==> src/rtl/bca_pkg.sv <==
`default_nettype none

package bca_pkg;

	localparam int NUM_BLOCKS = 4096;
	localparam int AW         = $clog2(NUM_BLOCKS);

	localparam logic [15:0] ENTRY_FREE = 16'h0000;
	localparam logic [15:0] ENTRY_END  = 16'hFFFF;

	localparam logic [AW-1:0] BLK_LAST = AW'(NUM_BLOCKS - 1);
	localparam logic [AW-1:0] BLK_ONE  = AW'(1);

	typedef enum logic [1:0] {
		CMD_ALLOC = 2'd0,
		CMD_FREE  = 2'd1,
		CMD_LINK  = 2'd2,
		CMD_READ  = 2'd3
	} cmd_t;

	typedef enum logic [1:0] {
		ST_OK    = 2'd0,
		ST_FULL  = 2'd1,
		ST_RANGE = 2'd2
	} status_t;

	typedef enum logic [3:0] {
		S_CLEAR,
		S_IDLE,
		S_ALLOC_SCAN,
		S_NEXT_SCAN,
		S_FREE_RD,
		S_FREE_CHK,
		S_RD_WAIT,
		S_FINISH
	} state_t;

	typedef struct packed {
		logic            re;
		logic [AW-1:0]   raddr;
		logic            we;
		logic [AW-1:0]   waddr;
		logic [15:0]     wdata;
	} mem_req_t;

	typedef struct packed {
		logic [15:0] result_block;
		logic [15:0] free_left;
		status_t     status;
	} result_t;

	function automatic logic in_range(input logic [15:0] x);
		return 17'(x) < 17'(NUM_BLOCKS);
	endfunction

	// step to the next block of the search, wrapping past the root
	function automatic logic [AW-1:0] blk_wrap(input logic [AW-1:0] a);
		return (a == BLK_LAST) ? BLK_ONE : a + BLK_ONE;
	endfunction

endpackage

`default_nettype wire

==> src/rtl/bca_ctrl.sv <==
`default_nettype none

module bca_ctrl
	import bca_pkg::*;
(
	input  wire logic        clk,
	input  wire logic        arst_n,
	input  wire logic        in_valid,
	output logic             in_ready,
	input  wire logic [1:0]  cmd,
	input  wire logic [15:0] block_index,
	input  wire logic [15:0] next_value,
	input  wire logic        out_free,
	output logic             done,
	output result_t          result,
	output mem_req_t         mreq,
	input  wire logic [15:0] rdata
);

	localparam logic [AW:0] STEP_LIM = (AW+1)'(NUM_BLOCKS);

	state_t          state_q, state_d;
	logic [AW-1:0]   clr_q;
	logic [AW-1:0]   cnt_q;
	logic [AW-1:0]   ff_q;
	logic [AW-1:0]   scan_q;
	logic [AW-1:0]   issued_q;
	logic            pend_s1;
	logic [AW-1:0]   addr_s1;
	logic [15:0]     pos_q;
	logic [AW:0]     steps_q;
	logic [15:0]     res_q;
	status_t         stat_q;

	cmd_t            cmd_c;
	logic            acc;
	logic            idx_ok;
	logic            scanning;
	logic            hit;
	logic            miss_last;
	logic            issue;
	logic [AW:0]     steps_nx;
	logic            nx_ok;
	logic [AW-1:0]   ff_start;
	logic [AW-1:0]   pos_a;

	assign cmd_c     = cmd_t'(cmd);
	assign acc       = in_valid && in_ready;
	assign idx_ok    = in_range(block_index);
	assign scanning  = (state_q == S_ALLOC_SCAN) || (state_q == S_NEXT_SCAN);
	assign hit       = pend_s1 && (rdata == ENTRY_FREE);
	assign miss_last = pend_s1 && (rdata != ENTRY_FREE) && (issued_q == BLK_LAST);
	assign issue     = scanning && !hit && (issued_q != BLK_LAST);
	assign steps_nx  = steps_q + 1'b1;
	assign nx_ok     = (rdata != ENTRY_FREE) && in_range(rdata) && (steps_nx < STEP_LIM);
	assign ff_start  = ((ff_q == '0) || (32'(ff_q) >= NUM_BLOCKS)) ? BLK_ONE : ff_q;
	assign pos_a     = pos_q[AW-1:0];

	always_comb begin
		state_d = state_q;
		case (state_q)
			S_CLEAR: begin
				if (clr_q == BLK_LAST) state_d = S_IDLE;
			end
			S_IDLE: begin
				if (acc) begin
					case (cmd_c)
						CMD_ALLOC: state_d = S_ALLOC_SCAN;
						CMD_FREE: begin
							if (idx_ok && (block_index != 16'd0)) state_d = S_FREE_RD;
							else state_d = S_FINISH;
						end
						CMD_READ: state_d = idx_ok ? S_RD_WAIT : S_FINISH;
						default: state_d = S_FINISH;
					endcase
				end
			end
			S_ALLOC_SCAN: begin
				if (hit) state_d = S_NEXT_SCAN;
				else if (miss_last) state_d = S_FINISH;
			end
			S_NEXT_SCAN: begin
				if (hit || miss_last) state_d = S_FINISH;
			end
			S_FREE_RD: state_d = S_FREE_CHK;
			S_FREE_CHK: begin
				if (!nx_ok) state_d = S_FINISH;
			end
			S_RD_WAIT: state_d = S_FINISH;
			S_FINISH: begin
				if (out_free) state_d = S_IDLE;
			end
			default: state_d = S_IDLE;
		endcase
	end

	always_comb begin
		mreq     = '0;
		in_ready = 1'b0;
		done     = 1'b0;
		case (state_q)
			S_CLEAR: begin
				mreq.we    = 1'b1;
				mreq.waddr = clr_q;
				mreq.wdata = (clr_q == '0) ? ENTRY_END : ENTRY_FREE;
			end
			S_IDLE: begin
				in_ready   = 1'b1;
				mreq.raddr = block_index[AW-1:0];
				mreq.waddr = block_index[AW-1:0];
				mreq.wdata = next_value;
				mreq.we    = acc && (cmd_c == CMD_LINK) && idx_ok;
				mreq.re    = acc && (cmd_c == CMD_READ) && idx_ok;
			end
			S_ALLOC_SCAN, S_NEXT_SCAN: begin
				mreq.re    = issue;
				mreq.raddr = scan_q;
				mreq.we    = hit && (state_q == S_ALLOC_SCAN);
				mreq.waddr = addr_s1;
				mreq.wdata = ENTRY_END;
			end
			S_FREE_RD: begin
				mreq.re    = 1'b1;
				mreq.raddr = pos_a;
			end
			S_FREE_CHK: begin
				mreq.we    = (rdata != ENTRY_FREE);
				mreq.waddr = pos_a;
				mreq.wdata = ENTRY_FREE;
				mreq.re    = nx_ok;
				mreq.raddr = rdata[AW-1:0];
			end
			S_FINISH: done = out_free;
			default: ;
		endcase
	end

	always_ff @(posedge clk or negedge arst_n) begin
		if (!arst_n) begin
			state_q  <= S_CLEAR;
			clr_q    <= '0;
			cnt_q    <= BLK_LAST;
			ff_q     <= BLK_ONE;
			pend_s1  <= 1'b0;
			issued_q <= '0;
		end else begin
			state_q <= state_d;
			case (state_q)
				S_CLEAR: clr_q <= clr_q + BLK_ONE;
				S_IDLE: begin
					if (acc) begin
						res_q    <= 16'd0;
						stat_q   <= ST_OK;
						if ((cmd_c != CMD_ALLOC) && !idx_ok) stat_q <= ST_RANGE;
						scan_q   <= ff_start;
						issued_q <= '0;
						pend_s1  <= 1'b0;
						pos_q    <= block_index;
						steps_q  <= '0;
					end
				end
				S_ALLOC_SCAN, S_NEXT_SCAN: begin
					pend_s1 <= issue;
					addr_s1 <= scan_q;
					if (issue) begin
						scan_q   <= blk_wrap(scan_q);
						issued_q <= issued_q + BLK_ONE;
					end
					if (state_q == S_ALLOC_SCAN) begin
						if (hit) begin
							res_q    <= 16'(addr_s1);
							if (cnt_q != '0) cnt_q <= cnt_q - BLK_ONE;
							scan_q   <= blk_wrap(addr_s1);
							issued_q <= '0;
						end else if (miss_last) begin
							stat_q <= ST_FULL;
						end
					end else begin
						if (hit) ff_q <= addr_s1;
						else if (miss_last) ff_q <= BLK_ONE;
					end
				end
				S_FREE_CHK: begin
					if (rdata != ENTRY_FREE) begin
						if (cnt_q != BLK_LAST) cnt_q <= cnt_q + BLK_ONE;
						if (pos_a < ff_q) ff_q <= pos_a;
						steps_q <= steps_nx;
						pos_q   <= rdata;
					end
				end
				S_RD_WAIT: res_q <= rdata;
				default: ;
			endcase
		end
	end

	assign result.result_block = res_q;
	assign result.free_left    = 16'(cnt_q);
	assign result.status       = stat_q;

	a_ff_range: assert property (@(posedge clk) disable iff (!arst_n)
		(ff_q != '0) && (32'(ff_q) < NUM_BLOCKS))
		else $error("first-free pointer out of range");

	a_cnt_max: assert property (@(posedge clk) disable iff (!arst_n)
		cnt_q <= BLK_LAST)
		else $error("free count above table size");

	a_leave_idle: assert property (@(posedge clk) disable iff (!arst_n)
		acc |=> (state_q != S_IDLE))
		else $error("transfer accepted without starting work");

	a_rd_nowrite: assert property (@(posedge clk) disable iff (!arst_n)
		(state_q == S_RD_WAIT) |-> !mreq.we)
		else $error("table write during read command");

	a_done_once: assert property (@(posedge clk) disable iff (!arst_n)
		done |=> !done)
		else $error("two results for one command");

endmodule

`default_nettype wire

==> config.mk <==
export PLATFORM = sky130hd
export DESIGN_NAME = bca_ctrl
export DESIGN_NICKNAME = d
export VERILOG_FILES = /design/src/rtl/bca_pkg.sv /design/src/rtl/bca_ctrl.sv
export SDC_FILE = /design/constraint.sdc
export NUM_CORES = 1
export LEC_CHECK = 0
export ABC_AREA = 0
export BUFFER_PORTS_ARGS = -buffer_cell sky130_fd_sc_hd__buf_2
export CORE_MARGIN = 4
export CORE_UTILIZATION = 52
export CTS_CLUSTER_SIZE = 10
export DETAILED_ROUTE_END_ITERATION = 7
export PLACE_DENSITY = 0.75
export SYNTH_ARGS = -nofsm -noshare
export SYNTH_HDL_FRONTEND = slang
export SYNTH_SLANG_ARGS = --single-unit
==> constraint.sdc <==
create_clock -name clk -period 3.5 [get_ports clk]
set_input_delay 0.875 -clock clk [delete_from_list [all_inputs] [get_ports clk]]
set_output_delay 0.875 -clock clk [all_outputs]
set_load 0.05 [all_outputs]
==> impl_metrics.json <==
{
  "p_per_area_nw_per_um2": 940,
  "ys_seq_area_frac": 0.439,
  "dp_hpwl_mm": 16.0,
  "mostFrequentLayoutCells": "126 x buf_2, 104 x nand2_1, 67 x edfxtp_1",
  "regToRegEndpoint": "cnt_q[10]",
  "grt_pass1_wl_mm": 34.1,
  "layout_setup_ws_ps": 132,
  "critical_path_required_ps": 2620,
  "power_w": 0.00852,
  "instances_no_fill": 1101,
  "cts_buffers": 17,
  "cp.arrival_ps": 2490,
  "start_kind": "register",
  "crit_path_max_incr_delay_ps": 350,
  "worst-r2r-cell-count": 11,
  "cts_tree": "yes",
  "crit_type": "reg2out",
  "maxSlewHeadroom": 0.523,
  "antenna_found_initial": 0,
  "synth-edff-count": 67,
  "skew_ps": 8.73,
  "die_w_um": 129,
  "numPortBuffers": 127,
  "min_path_type": "in2async",
  "routabilityCongestion": 0.934,
  "worstPathCellList": "buf_4 > nand2b_1 > clkinv_2 > buf_4 > nand2_1 > o21ai_0 > buf_2",
  "cp-end-kind": "output pin",
  "clkLatencyLatePin_ps": 420,
  "dr.pass1.iters": 7,
  "postRouteWirelength_mm": 22.0,
  "p_leak_nw": 3.86,
  "syn_area_sq_um": 7590,
  "ant_nets": 0,
  "grt_max_degree": 37,
  "setup_viol": 0,
  "worst_pin_slew_ps": 716,
  "yosysWarnings": 0,
  "syn_avg_cell_area_sq_um": 9.73,
  "post-route-drc-count": 0,
  "ir_worst_vdd_uv": 735,
  "ys.flop_type": "edfxtp_1",
  "hold_violations": 0,
  "synthArstFlopShare": 0.437,
  "viasPerCell": 6.16,
  "grt_pass1_vias": 6445,
  "dr.first_iter.drc_count": 785,
  "cts.path.max_buffers": 2,
  "vias": 6783,
  "grt_overflow_total": 0,
  "slowest_stage": "dfrtp_1",
  "grtUsageTotal": 0.264,
  "finalCriticalPeriod_ps": 3370,
  "clk_pin_slew_ps": 60,
  "syn_to_final_growth_pct": 19.4,
  "final_common_cell": "buf_2",
  "postCtsSetupBuffers": 0,
  "cp-startpoint": "state_q[1]",
  "ys_ff_latch": 119,
  "htreeDepth": 4,
  "synthCells": 780,
  "clock_sinks": 119,
  "cpMostUsedCell": "buf_4",
  "pre_cts_slack_ps": 295,
  "yosysUniqueCellTypes": 66,
  "drv_slew": 0,
  "holdBufCountCts": 0,
  "drive_gt1_frac": 0.249,
  "root_buffer": "clkbuf_16",
  "r2r-start": "state_q[2]",
  "rsz0062_at_grt": "false",
  "final_cell_area_sq_um": 9060,
  "timing.final.crit_share": 0.962,
  "die_h_um": 129,
  "initial_utilization": 0.538,
  "max_cap_violations": 0,
  "cp-endpoint": "mreq[34]",
  "io_pins": 132,
  "status": "completed",
  "cp_max_fo": 29,
  "core_area_sq_um": 14100,
  "placed_area_sq_um": 8470,
  "num_antenna_cells": 0,
  "dieArea_sq_um": 16600,
  "tns_ps": 0,
  "placementRows": 43,
  "nets": 990,
  "placed_cells": 1069,
  "max_freq_ghz": 0.297,
  "avgRoutedWirePerCell_um": 20.0,
  "rrSetupSlack_ps": 610
}
==> power breakdown <==
part	total, W	switching (W)	internal (W)
Clock	0.00169	0.000671	0.00102
Combinational	0.00447	0.00301	0.00147
Sequential	0.00235	0.000391	0.00196
Total	0.00852	0.00407	0.00445
==> kinds of logic (layout without fill, tap and decap cells) <==
kind of cell	count (synthesis)	count (layout)	synth area share
mux	27	27	0.0383
simple gates	279	279	0.184
flops	119	119	0.439
buf+inv	72	210	0.0420
fa+ha+maj	28	28	0.0472
other cells	1	4	0.000494
xor+xnor	55	55	0.0635
compound gates	199	199	0.186
==> per-stage QoR <==
step / hold WS, ps / utilization
final: 450 / 0.643
after global routing: 456 / 0.643
after CTS: 456 / 0.642
after detailed placement: 484 / 0.601
after global placement: 483 / 0.601
after floorplan: 424 / -
==> repair_timing <==
action	CTS	global route
gates resized for setup	0	4
endpoints found under the hold margin	0	0
endpoints found under the setup margin	0	18
==> final cells by class <==
cell class	count	area, sq um
inverters	24	91.3
clock inverters	14	124
clock buffers	18	450
repair buffers	154	866
flip-flops and latches	119	3330
well taps	180	225
fillers	1174	5040
multi-input cells	592	3970
==> how the worst min path moves through the flow <==
stage / start / endpoint / depth (start not counted)
6_report: arst_n / ff_q[2] / 1
5_1_grt: arst_n / ff_q[2] / 1
4_1_cts: arst_n / ff_q[2] / 1
3_5_place_dp: cnt_q[9] / cnt_q[9] / 2
3_3_place_gp: cnt_q[9] / cnt_q[9] / 2
2_1_floorplan: scan_q[6] / addr_s1[6] / 0
==> state kept, by name, indices dropped and copies added, names as in the netlist, 3 cells and up <==
name	flops
addr_s1	12
clr_q	12
cnt_q	12
ff_q	12
issued_q	12
pos_q	12
res_q	16
scan_q	12
state_q	3
steps_q	13
==> metal layers <==
layer | GRT usage | up-vias | wire length (um)
li1 | - | 3172 | -
met1 | 0.339 | 3214 | 8920
met2 | 0.417 | 352 | 10200
met3 | 0.0901 | 45 | 2230
met4 | 0.0970 | 0 | 629
met5 | 0 | - | 0
==> synth_stat cells (2+ instances only) <==
cell | count | share of area
nand2_1 | 104 | 0.051
edfxtp_1 | 67 | 0.27
nor2_1 | 42 | 0.021
dfrtp_1 | 39 | 0.13
xnor2_1 | 32 | 0.037
a22oi_1 | 31 | 0.031
nand3_1 | 28 | 0.018
a21oi_1 | 27 | 0.018
clkbuf_1 | 27 | 0.013
ha_1 | 27 | 0.045
o21ai_0 | 27 | 0.018
a22o_1 | 23 | 0.027
xor2_1 | 23 | 0.027
a21o_1 | 22 | 0.022
inv_1 | 22 | 0.011
nand4_1 | 21 | 0.017
and3_1 | 19 | 0.016
o21ai_1 | 15 | 0.0099
nor3_1 | 14 | 0.0092
dfstp_2 | 13 | 0.045
mux2_2 | 13 | 0.019
a221o_1 | 12 | 0.016
nor4_1 | 12 | 0.0099
mux2i_1 | 11 | 0.015
buf_2 | 9 | 0.0059
o211ai_1 | 8 | 0.0079
and2_1 | 7 | 0.0058
nor2b_1 | 7 | 0.0058
a31oi_1 | 6 | 0.0049
buf_4 | 6 | 0.0059
and4_1 | 5 | 0.0058
a211oi_1 | 4 | 0.0040
buf_1 | 4 | 0.0020
nor4_2 | 4 | 0.0066
o22ai_1 | 4 | 0.0033
or3_1 | 4 | 0.0033
a211o_1 | 3 | 0.0035
a31o_1 | 3 | 0.0035
mux2_1 | 3 | 0.0045
nand2b_1 | 3 | 0.0025
a2111oi_2 | 2 | 0.0040
buf_6 | 2 | 0.0030
nor3b_1 | 2 | 0.0020
==> worst max-delay path, delay by kind of cell (launching register included) <==
family / cells / cell delay [ps]
DFF: 1 / 350
AOI/OAI and AO/OA: 1 / 150
buffers and inverters: 4 / 1310
and+or+nand+nor: 2 / 240
No activity file was read; power rests on OpenSTA's default activity.
